File: src/uartbd_pkg.sv
// ============================================================================
// UART baud divisor package
// Widths and fixed-point constants shared by the baud divisor pipeline.
// ============================================================================
package uartbd_pkg;

    // Request and result field widths.
    localparam int unsigned CLK_W   = 28;
    localparam int unsigned BAUD_W  = 24;
    localparam int unsigned WORD_W  = 16;
    localparam int unsigned MANT_W  = 12;
    localparam int unsigned FRAC_W  = 4;

    // Numerator 25 * clock needs 33 bits, denominator 4 * baud needs 26 bits.
    localparam int unsigned NUM_W   = 33;
    localparam int unsigned DEN_W   = 26;
    localparam int unsigned NUM_SCALE = 25;

    // Division by 100 of a value below 409600: multiply by ceil(2^26 / 100).
    localparam int unsigned X_W        = 19;
    localparam int unsigned RECIP_W    = 20;
    localparam int unsigned PROD_W     = X_W + RECIP_W;
    localparam int unsigned RECIP_SHIFT = 26;
    localparam logic [RECIP_W-1:0] RECIP_100 = 20'd671089;

    // At or above this scaled divider the mantissa cannot fit in 12 bits.
    localparam logic [NUM_W-1:0] DIV100_LIMIT = 33'd409600;

    // Remainder and rounding of the fraction.
    localparam int unsigned REM_W   = 7;
    localparam logic [6:0]  HUNDRED = 7'd100;
    localparam int unsigned T_W     = 11;
    localparam logic [T_W-1:0] ROUND_HALF = 11'd50;
    // t / 100 for t below 4681 is (t * 1311) >> 17.
    localparam int unsigned FRAC_RECIP_SHIFT = 17;
    localparam logic [T_W-1:0] FRAC_RECIP = 11'd1311;
    localparam int unsigned FQ_W    = 5;
    localparam logic [FQ_W-1:0] SCALE_16 = 5'd16;
    localparam logic [FQ_W-1:0] SCALE_8  = 5'd8;

    localparam logic [WORD_W-1:0] WORD_SAT = 16'hFFFF;

    // Pipeline depth: input stage plus one stage per quotient bit, then
    // reciprocal multiply, remainder, rounding and output stages.
    localparam int unsigned DIV_STAGES = NUM_W + 1;
    localparam int unsigned STG_A   = DIV_STAGES;
    localparam int unsigned STG_B   = DIV_STAGES + 1;
    localparam int unsigned STG_C   = DIV_STAGES + 2;
    localparam int unsigned STG_OUT = DIV_STAGES + 3;
    localparam int unsigned NSTG    = DIV_STAGES + 4;

endpackage

File: src/uart_baud_divisor_calc.sv
// ============================================================================
// UART baud divisor calculator
// Fully pipelined fractional baud-rate divisor: 25 * clock / (4 or 2 * baud),
// split into a 12-bit mantissa and a rounded 4-bit or 3-bit fraction.
// ============================================================================
// Usage
//   A request (clock_hz, baud_rate, oversample_by_8) is taken on the input
//   channel when in_valid and in_ready are both high. Each request yields
//   exactly one result (divisor_word, error_flag) on the output channel,
//   handed over when out_valid and out_ready are both high.
//   Each result passes through the stages below into the output register
//   and is held there until the receiver takes it. Throughput: one request
//   per clock cycle while out_ready is high. The pipeline has 38 register
//   stages: an input stage, 33 restoring-division stages that each settle one
//   quotient bit with one 27-bit compare and subtract, a reciprocal multiply
//   for the division by 100, a remainder stage, a rounding stage and the
//   output register. Every stage carries its own valid bit.
//   Stall: a stage loads whenever it is empty or the stage after it moves,
//   so empty slots close up while the receiver holds out_ready low, and the
//   input keeps taking requests until every stage is full. Nothing is lost
//   or repeated.
//   Reset: rst_n clears all valid bits at once; in_ready is high as soon
//   as reset is released.
//   A zero baud rate, or a mantissa above 4095 after the fraction carry,
//   gives error_flag high with divisor_word 16'hFFFF.
// ============================================================================
module uart_baud_divisor_calc (
    input  logic                            clk,
    input  logic                            rst_n,
    input  logic                            in_valid,
    output logic                            in_ready,
    input  logic [uartbd_pkg::CLK_W-1:0]    clock_hz,
    input  logic [uartbd_pkg::BAUD_W-1:0]   baud_rate,
    input  logic                            oversample_by_8,
    output logic                            out_valid,
    input  logic                            out_ready,
    output logic [uartbd_pkg::WORD_W-1:0]   divisor_word,
    output logic                            error_flag
);

    localparam int unsigned NSTG  = uartbd_pkg::NSTG;
    localparam int unsigned NDIV  = uartbd_pkg::DIV_STAGES;
    localparam int unsigned NUM_W = uartbd_pkg::NUM_W;
    localparam int unsigned DEN_W = uartbd_pkg::DEN_W;

    // Valid bit of each stage and the load enable of each stage. The last
    // enable entry stands for the receiver.
    logic [NSTG-1:0] valid_reg;
    logic [NSTG:0]   load;

    // Division chain. Entry 0 is the input stage; entry j+1 holds the state
    // after quotient bit j. The numerator shifts out at the top of nq while
    // quotient bits shift in at the bottom.
    logic [DEN_W-1:0] div_rem_reg [NDIV];
    logic [NUM_W-1:0] div_nq_reg  [NDIV];
    logic [DEN_W-1:0] div_den_reg [NDIV];
    logic             div_bz_reg  [NDIV];
    logic             div_by8_reg [NDIV];

    logic [DEN_W-1:0] div_rem_next [NDIV];
    logic [NUM_W-1:0] div_nq_next  [NDIV];

    // Post-division stages.
    logic [uartbd_pkg::PROD_W-1:0] a_prod_reg;
    logic [uartbd_pkg::X_W-1:0]    a_x_reg;
    logic                          a_ovf_reg;
    logic                          a_by8_reg;

    logic [uartbd_pkg::MANT_W-1:0] b_mant_reg;
    logic [uartbd_pkg::REM_W-1:0]  b_rem_reg;
    logic                          b_ovf_reg;
    logic                          b_by8_reg;

    logic [uartbd_pkg::MANT_W-1:0] c_mant_reg;
    logic [uartbd_pkg::FQ_W-1:0]   c_fq_reg;
    logic                          c_ovf_reg;
    logic                          c_by8_reg;

    logic [uartbd_pkg::WORD_W-1:0] out_word_reg;
    logic                          out_err_reg;

    // Combinational values between stages.
    logic [NUM_W-1:0]              num_in;
    logic [DEN_W-1:0]              den_in;
    logic [NUM_W-1:0]              quo;
    logic                          a_ovf_next;
    logic [uartbd_pkg::PROD_W-1:0] a_prod_next;
    logic [uartbd_pkg::MANT_W-1:0] b_mant_next;
    logic [18:0]                   b_mant100;
    logic [uartbd_pkg::REM_W-1:0]  b_rem_next;
    logic [uartbd_pkg::T_W-1:0]    c_t;
    logic [21:0]                   c_prod;
    logic [uartbd_pkg::FQ_W-1:0]   c_fq_next;
    logic                          o_carry;
    logic [uartbd_pkg::MANT_W:0]   o_mant;
    logic [uartbd_pkg::FRAC_W-1:0] o_frac;
    logic                          o_err;
    logic [uartbd_pkg::WORD_W-1:0] out_word_next;

    // A stage loads when it is empty or its contents move on.
    always_comb
    begin
        load[NSTG] = out_ready;
        for (int i = NSTG - 1; i >= 0; i--)
        begin
            load[i] = !valid_reg[i] || load[i+1];
        end
    end

    assign in_ready = load[0];

    always_ff @(posedge clk or negedge rst_n)
    begin
        if (!rst_n)
        begin
            valid_reg <= '0;
        end
        else
        begin
            if (load[0])
            begin
                valid_reg[0] <= in_valid;
            end
            for (int i = 1; i < NSTG; i++)
            begin
                if (load[i])
                begin
                    valid_reg[i] <= valid_reg[i-1];
                end
            end
        end
    end

    // Input stage operands: 25 * clock and 4 * baud (2 * baud by 8).
    assign num_in = NUM_W'(clock_hz) * NUM_W'(uartbd_pkg::NUM_SCALE);
    assign den_in = oversample_by_8 ? {1'b0, baud_rate, 1'b0} : {baud_rate, 2'b00};

    // One restoring-division step per stage.
    always_comb
    begin
        logic [DEN_W:0] trial;
        for (int j = 0; j < NDIV - 1; j++)
        begin
            trial = {div_rem_reg[j], div_nq_reg[j][NUM_W-1]};
            if (trial >= {1'b0, div_den_reg[j]})
            begin
                div_rem_next[j+1] = DEN_W'(trial - {1'b0, div_den_reg[j]});
                div_nq_next[j+1]  = {div_nq_reg[j][NUM_W-2:0], 1'b1};
            end
            else
            begin
                div_rem_next[j+1] = trial[DEN_W-1:0];
                div_nq_next[j+1]  = {div_nq_reg[j][NUM_W-2:0], 1'b0};
            end
        end
        div_rem_next[0] = '0;
        div_nq_next[0]  = num_in;
    end

    always_ff @(posedge clk)
    begin
        if (load[0])
        begin
            div_rem_reg[0] <= div_rem_next[0];
            div_nq_reg[0]  <= div_nq_next[0];
            div_den_reg[0] <= den_in;
            div_bz_reg[0]  <= (baud_rate == '0);
            div_by8_reg[0] <= oversample_by_8;
        end
        for (int j = 1; j < NDIV; j++)
        begin
            if (load[j])
            begin
                div_rem_reg[j] <= div_rem_next[j];
                div_nq_reg[j]  <= div_nq_next[j];
                div_den_reg[j] <= div_den_reg[j-1];
                div_bz_reg[j]  <= div_bz_reg[j-1];
                div_by8_reg[j] <= div_by8_reg[j-1];
            end
        end
    end

    // Stage A: range check of the scaled divider and reciprocal multiply
    // for the division by 100.
    assign quo         = div_nq_reg[NDIV-1];
    assign a_ovf_next  = div_bz_reg[NDIV-1] || (quo >= uartbd_pkg::DIV100_LIMIT);
    assign a_prod_next = uartbd_pkg::PROD_W'(quo[uartbd_pkg::X_W-1:0])
                       * uartbd_pkg::PROD_W'(uartbd_pkg::RECIP_100);

    // Stage B: mantissa and remainder.
    assign b_mant_next = a_prod_reg[uartbd_pkg::RECIP_SHIFT +: uartbd_pkg::MANT_W];
    assign b_mant100   = 19'(b_mant_next) * 19'(uartbd_pkg::HUNDRED);
    assign b_rem_next  = uartbd_pkg::REM_W'(a_x_reg - b_mant100);

    // Stage C: fraction rounded to sixteenths or eighths.
    always_comb
    begin
        if (b_by8_reg)
        begin
            c_t = {1'b0, b_rem_reg, 3'b000} + uartbd_pkg::ROUND_HALF;
        end
        else
        begin
            c_t = {b_rem_reg, 4'b0000} + uartbd_pkg::ROUND_HALF;
        end
    end
    assign c_prod    = 22'(c_t) * 22'(uartbd_pkg::FRAC_RECIP);
    assign c_fq_next = c_prod[uartbd_pkg::FRAC_RECIP_SHIFT +: uartbd_pkg::FQ_W];

    // Output stage: a fraction that rounded up to the full scale carries
    // into the mantissa, then the range is checked again.
    assign o_carry = c_by8_reg ? (c_fq_reg >= uartbd_pkg::SCALE_8)
                               : (c_fq_reg >= uartbd_pkg::SCALE_16);
    assign o_mant  = {1'b0, c_mant_reg} + {{uartbd_pkg::MANT_W{1'b0}}, o_carry};
    assign o_frac  = o_carry ? '0 : c_fq_reg[uartbd_pkg::FRAC_W-1:0];
    assign o_err   = c_ovf_reg || o_mant[uartbd_pkg::MANT_W];
    assign out_word_next = o_err ? uartbd_pkg::WORD_SAT
                                 : {o_mant[uartbd_pkg::MANT_W-1:0], o_frac};

    always_ff @(posedge clk)
    begin
        if (load[uartbd_pkg::STG_A])
        begin
            a_prod_reg <= a_prod_next;
            a_x_reg    <= quo[uartbd_pkg::X_W-1:0];
            a_ovf_reg  <= a_ovf_next;
            a_by8_reg  <= div_by8_reg[NDIV-1];
        end
        if (load[uartbd_pkg::STG_B])
        begin
            b_mant_reg <= b_mant_next;
            b_rem_reg  <= b_rem_next;
            b_ovf_reg  <= a_ovf_reg;
            b_by8_reg  <= a_by8_reg;
        end
        if (load[uartbd_pkg::STG_C])
        begin
            c_mant_reg <= b_mant_reg;
            c_fq_reg   <= c_fq_next;
            c_ovf_reg  <= b_ovf_reg;
            c_by8_reg  <= b_by8_reg;
        end
        if (load[uartbd_pkg::STG_OUT])
        begin
            out_word_reg <= out_word_next;
            out_err_reg  <= o_err;
        end
    end

    assign out_valid    = valid_reg[uartbd_pkg::STG_OUT];
    assign divisor_word = out_word_reg;
    assign error_flag   = out_err_reg;

endmodule
File: config.mk
export PLATFORM = sky130hd
export DESIGN_NAME = uart_baud_divisor_calc
export DESIGN_NICKNAME = d
export VERILOG_FILES = /design/src/uartbd_pkg.sv /design/src/uart_baud_divisor_calc.sv
export SDC_FILE = /design/constraint.sdc
export NUM_CORES = 2
export LEC_CHECK = 0
export ABC_AREA = 1
export BUFFER_PORTS_ARGS = -buffer_cell sky130_fd_sc_hd__buf_2
export CAP_MARGIN = 30
export CORE_MARGIN = 1
export CORE_UTILIZATION = 35
export DETAILED_ROUTE_END_ITERATION = 8
export GPL_ROUTABILITY_DRIVEN = 1
export GPL_TIMING_DRIVEN = 0
export MAX_ROUTING_LAYER = met4
export PLACE_DENSITY_LB_ADDON = 0.15
export SYNTH_ARGS = -nofsm -noshare
export SYNTH_HDL_FRONTEND = slang
export SYNTH_SLANG_ARGS = --single-unit
File: constraint.sdc
create_clock -name clk -period 33.1 [get_ports clk]
set_input_delay 0 -clock clk [delete_from_list [all_inputs] [get_ports clk]]
set_output_delay 0 -clock clk [all_outputs]
set_load 0.01 [all_outputs]
======== Word level (Yosys, flattened, before mapping) ========
Memory sizes are Yosys's and may differ from the RTL's. A register that Yosys moved wholly into a read port is not among the register bits.
Index checks and enable logic that the tools add are counted.
word-level totals
  register bits ........................... 141
  RAM bits ................................ 2958
  output and inout bits ................... 19
  logic and storage cells ................. 350
  memories ................................ 5
cells by class
  add/sub/neg operators ................... 37
  multiply operators ...................... 4
  magnitude comparators ................... 36
  multiplexer cells ....................... 138
  reductions and logical operators ........ 79
memories
  name         depth  bits a word  rd ports  clocked after Yosys merged registers in  write ports  RTL line                      source
  div_nq_reg   34     33           34        0                                        34           uart_baud_divisor_calc.sv:55  logic [NUM_W-1:0] div_nq_reg [NDIV];
  div_den_reg  34     26           33        0                                        34           uart_baud_divisor_calc.sv:56  logic [DEN_W-1:0] div_den_reg [NDIV];
  div_rem_reg  34     26           33        0                                        34           uart_baud_divisor_calc.sv:54  logic [DEN_W-1:0] div_rem_reg [NDIV];
  div_by8_reg  34     1            34        1                                        34           uart_baud_divisor_calc.sv:58  logic div_by8_reg [NDIV];
  div_bz_reg   34     1            34        0                                        34           uart_baud_divisor_calc.sv:57  logic div_bz_reg [NDIV];
operator list
  operator                count
  $ge 27x26->1            33
  $mux 26                 34
  $sub 26x26->26          33
  $mux 1                  102
  $logic_or 1x1->1        40
  $logic_not 1->1         38
  $mul 19x20->38 const B  1
  $ge 33x19->1 const B    1
  $mul 28x5->33 const B   1
  $logic_not 24->1        1
  $mul 11x11->22 const B  1
  $add 12x1->13           1
  $mul 12x5->5 const B    1
  $add 10x6->11 const B   1
  $add 11x6->11 const B   1
  $mux 11                 1
  $sub 7x7->7             1
  $ge 5x4->1 const B      1
  $ge 5x5->1 const B      1
  $mux 4                  1

======== Depth between registers and ports, before layout ========
  depth after elaboration ................. 41
  mapped depth ............................ 31
  depth with buffers taken out ............ 30

======== Least setup slack after synthesis ========
No wires, ideal clock.
  kind .................................... flip-flop to flip-flop
  start point ............................. register valid_reg[37]
  end point ............................... memory div_by8_reg[5] (enable)
  setup time .............................. 845 ps
  data arrival time ....................... 13220 ps
  required time ........................... 32255 ps
  setup slack ............................. 19035 ps
  stages on the path, launching flop included .. 20
  clock period less this slack ............ 14065 ps
  path through ............................ dfrtp_1 -> nand3_2 -> nor2_4 -> nand4_4 -> nor2_4 -> nand4_4 -> nor2_4 -> nand4_4 -> nor2_4 -> nand4_4 -> nor2_4 -> nand4_4 -> nor2_4 -> nand4_4 -> nor2_4 -> nand4_4 -> nor2_4 -> inv_1 -> nor2_1 -> nand2_1
RTL lines
  what                               RTL line                       source
  from (decl)                        uart_baud_divisor_calc.sv:48   logic [NSTG-1:0] valid_reg;
  from (signal, indexed assignment)  uart_baud_divisor_calc.sv:128  valid_reg[i] <= valid_reg[i-1];
  to (decl)                          uart_baud_divisor_calc.sv:58

======== Worst setup path in the final report ========
  start point ............................. register valid_reg[37]
  end point ............................... output in_ready
between the ends
  cells in the longest elaborated chain, start to end .. 39
ends and longest elaborated chain
  what                           RTL line                       source
  $logic_not 1->1                uart_baud_divisor_calc.sv:106  load[i] = !valid_reg[i] || load[i+1];
  $logic_or 1x1->1 (2 in a row)  uart_baud_divisor_calc.sv:106
  net load[36]                   uart_baud_divisor_calc.sv:49   logic [NSTG:0] load;
  $logic_or 1x1->1 (4 in a row)  uart_baud_divisor_calc.sv:106
  net load[32]                   uart_baud_divisor_calc.sv:49
  $logic_or 1x1->1 (4 in a row)  uart_baud_divisor_calc.sv:106
  net load[28]                   uart_baud_divisor_calc.sv:49
  $logic_or 1x1->1 (4 in a row)  uart_baud_divisor_calc.sv:106
  net load[24]                   uart_baud_divisor_calc.sv:49
  [... 4 more ...]               -
  net load[20]                   uart_baud_divisor_calc.sv:49
  [... 4 more ...]               -
  net load[16]                   uart_baud_divisor_calc.sv:49
  $logic_or 1x1->1 (4 in a row)  uart_baud_divisor_calc.sv:106
  net load[12]                   uart_baud_divisor_calc.sv:49
  $logic_or 1x1->1 (4 in a row)  uart_baud_divisor_calc.sv:106
  net load[8]                    uart_baud_divisor_calc.sv:49
  $logic_or 1x1->1 (4 in a row)  uart_baud_divisor_calc.sv:106
  net load[4]                    uart_baud_divisor_calc.sv:49
  $logic_or 1x1->1 (4 in a row)  uart_baud_divisor_calc.sv:106
  to (decl)                      uart_baud_divisor_calc.sv:31   output logic in_ready,
The timed path passes the listed nets, and every way through them passes these cells.

==> out/qor.csv <==
stage;metric;value;unit
placed_design;numPortBuffers;75;
power_and_ir_drop;ir_worst_vdd;0.000105;V
synthesis;ys_seq_elements;2963;
power_and_ir_drop;p_leak;69.2;nW
die;die_height;645;um
timing;slew_headroom;0.369;
detailed_routing;drtAntennaViolNets;0;
power_and_ir_drop;power;0.0168;W
synthesis;synth_compound_area_frac;0.0888;
timing;max_freq;110;MHz
die;start_util;0.352;
timing;timing.setup.tns;0;ns
global_routing;grt_max_degree;71;
synthesis;synth_xor_area_frac;0.0470;
run;cap_viol_max_count;0;
die;num_rows;235;
synthesis;syn_area;145000;um2
clock_network;htree_levels;5;
detailed_routing;drc_errors;0;
detailed_routing;wl_met2;172000;um
synthesis;ys_types;66;
final_layout;nets;13800;
timing;fin_ws;23.97;ns
synthesis;syn_avg_cell_area;12.1;um2
clock_network;cts_resized;0;
clock_network;cts_made_buffers;333;
die;die-area;416000;um2
detailed_routing;wl_met3;11000;um
final_layout;n_fill_cell;38700;
synthesis;synthSimpleGateAreaFrac;0.0720;
die;fp.dieW;645;um
global_routing;grt_pass1_wl;521000;um
synthesis;synth_edf_count;2925;
final_layout;regArea;88800;um2
placed_design;dp_hpwl;260000;um
detailed_routing;routed_wirelength;337000;um
synthesis;async_flop_share;0.0128;
detailed_routing;drt_iter0_drc;5289;
detailed_routing;wl_per_cell;18.5;um
die;ios;76;
setup_path;cp_max_fo;39;
clock_network;clk_latency;0.95;ns
detailed_routing;top_layer_used;met4;
timing;rsz0062_at_grt;no;
global_routing;antenna_found_initial;1;
clock_network;numClockSinks;2963;
global_routing;first_global_vias;88600;
worst_hold_path;hp-class;in2reg;
synthesis;synthesis.nets;13300;
detailed_routing;viasPerCell;4.78;
detailed_routing;vias;86900;
final_layout;syn_to_final_growth;13.8;%
global_routing;grt_use_total;0.165;
setup_path;worstPathArrival;9.13;ns
clock_network;clk_pin_slew;0.06;ns
placed_design;dp_slack;24.35;ns
synthesis;synth_top_family_by_area;adder cells;
setup_path;cp.required;33.10;ns
setup_path;worstReg2RegEnd;div_nq_reg[1][2]$_DFFE_PP_;
synthesis;syn_inst;11900;
setup_path;crit_path_end;in_ready;
setup_path;end_kind;output port;
synthesis;ys.warnings.count;0;
clock_network;clock_path_buffers;4;
timing;finalClockSkew;0.0571;ns
setup_path;setup.worst_path.start;valid_reg[37]$_DFFE_PN0P_;
final_layout;final_layout_size_suffix_gt1_frac;0.0655;
clock_network;cts_root_buf;clkbuf_16;
timing;finalMaxSlewViolations;0;
placed_design;routabilityCongestion;0.884;
clock_network;cts_tree;done;
die;core;411000;um2
timing;fin_crit;9.13;ns
timing;setup_viol;0;
setup_path;critPathKind;reg2out;
timing;finalCritPeriodShare;0.276;
synthesis;synthAdderAreaFrac;0.126;
setup_path;r2r_slack;24.72;ns
setup_path;r2r_start;valid_reg[37]$_DFFE_PN0P_;
run_status;status;finished, final reports clean;
detailed_routing;met1Wirelength;145000;um
global_routing;overflow;0;
final_layout;multi_input_area;48400;um2
power_and_ir_drop;p_per_area;102;nW/um2
timing;finalHoldViolCount;0;
synthesis;synth_mux_area_frac;0.0000778;
setup_path;crit_path_start_kind;flip-flop;
synthesis;ys.flop_type;edfxtp_1;
setup_path;r2r_cells;22;
synthesis;yosysSeqAreaShare;0.614;
final_layout;largest_reg_flops;1122;
timing;worstMarginPinSlew;0.931;ns
detailed_routing;drt_pre_antenna_iters;6;
==> worst min path at each step <==
stage                       startpoint                     endpoint  slack (ns)  cells after the start
after floorplan                  rst_n     valid_reg[0]$_DFFE_PN0P_       -0.30                      0
after global placement           rst_n    valid_reg[37]$_DFFE_PN0P_        0.26                      1
after detailed placement         rst_n    valid_reg[37]$_DFFE_PN0P_       -0.06                      1
after CTS                 baud_rate[3]  div_den_reg[0][5]$_DFFE_PP_      0.0002                      4
after global routing      clock_hz[14]  div_nq_reg[0][14]$_DFFE_PP_        0.08                      6
final                     clock_hz[10]  div_nq_reg[0][10]$_DFFE_PP_        0.09                      6
==> final cells by class <==
class,count,area share
Tap cell,5451,0.0414
Timing Repair Buffer,211,0.0145
Clock buffer,405,0.0530
Antenna cell,3,0.0000456
Buffer,168,0.00567
Inverter,1782,0.0409
Sequential cell,2963,0.539
Clock inverter,201,0.0114
Multi-Input combinational cell,6998,0.294
==> repair_timing <==
action,4_1_cts,5_1_grt
setup buffers,0,0
hold endpoints to repair,118,0
hold buffers,90,0
==> per-layer routing <==
layer / GRT usage / vias up
met2: 0.291 / 1472
met3: 0.0167 / 504
met4: 0.0448 / 0
met1: 0.201 / 42000
met5: - / -
li1: - / 42900
==> logic make-up after synthesis <==
family,count (synthesis)
buf+inv,1950
mux,1
xor+xnor,777
flops,2963
compound gates,2374
fa+ha+maj,1334
simple gates,2512
==> cells in the mapped netlist (9+ instances only) <==
master	n	area [um2]
buf_6	15	169
a21o_1	14	105
nor2_4	9	101
o21a_1	9	67.6
nor3_1	67	335
xnor2_1	370	3240
nand3_1	142	711
nor2_1	1049	3940
o21bai_1	40	300
buf_4	11	82.6
ha_1	1131	14200
o21ai_0	393	1970
nor4_1	51	319
fa_1	203	4060
inv_1	1782	6690
or2_2	16	100
a21oi_1	1611	8060
a221oi_1	19	166
nand4_1	87	544
clkbuf_1	23	86.3
xor2_1	407	3560
o211ai_1	21	158
o21ai_1	70	350
o221ai_1	25	219
o31ai_1	18	135
nand2_1	1050	3940
a211oi_1	35	263
a2111oi_0	16	140
dfrtp_1	38	951
edfxtp_1	2925	87800
a31oi_1	42	263
buf_2	119	596
==> cells in the final DEF (no fill, tap or decap), types with 25 or more instances in the layout <==
cell type,count
clkbuf_1,86
ha_1,1131
clkinv_1,69
o21ai_1,70
nor4_1,50
nand2_1,1042
clkbuf_16,336
nand3_1,142
inv_1,1766
buf_16,33
clkinv_2,56
buf_2,195
a21oi_1,1611
dlygate4sd3_1,90
o21ai_0,393
nor3_1,67
edfxtp_1,2925
dfrtp_1,38
bufinv_16,25
a211oi_1,35
o221ai_1,25
fa_1,203
nand4_1,87
xnor2_1,370
xor2_1,407
nor2_1,1049
a31oi_1,42
o21bai_1,40
==> worst max-delay path, cell delays in order (launching register included) <==
cell and delay [ns]:
dfrtp_1 0.38, nand3_2 0.45, nor2_4 0.28, nand4_4 0.56, nor2_4 0.39, nand4_4 0.36
buf_16 0.31, nor2_4 0.17, nand4_4 0.18, nor2_4 0.19, nand4_4 0.62, nor2_4 0.39
nand4_4 0.34, buf_12 0.31, nor2_4 0.21, nand4_4 0.29, nor2_4 0.24, nand4_4 0.27
nor2_4 0.24, nand4_4 0.25, nor2_4 0.32, nand4_4 0.55, buf_16 0.41, buf_2 0.22
==> through the flow <==
| step | hold WS [ns] | instance area [um2] | utilization | std cells |
|---|---|---|---|---|
| global placement | 0.258 | 152000 | 0.370 | 17400 |
| detailed placement | -0.0555 | 153000 | 0.373 | 17500 |
| floorplan | -0.296 | 145000 | - | 11900 |
| CTS | 0.000179 | 165000 | 0.401 | 18200 |
| global route | 0.0833 | 165000 | 0.401 | 18200 |
| finish | 0.0924 | 165000 | 0.401 | 18200 |
==> power breakdown <==
group          switching (W)  leakage [nW]  internal, W  total (W)
Sequential          0.000637          31.0      0.00581    0.00644
Combinational        0.00416          33.1      0.00260    0.00676
Clock                0.00151          5.14      0.00208    0.00359
Total                0.00631          69.2       0.0105     0.0168
Note: power is estimated with default switching activity, not from simulation.
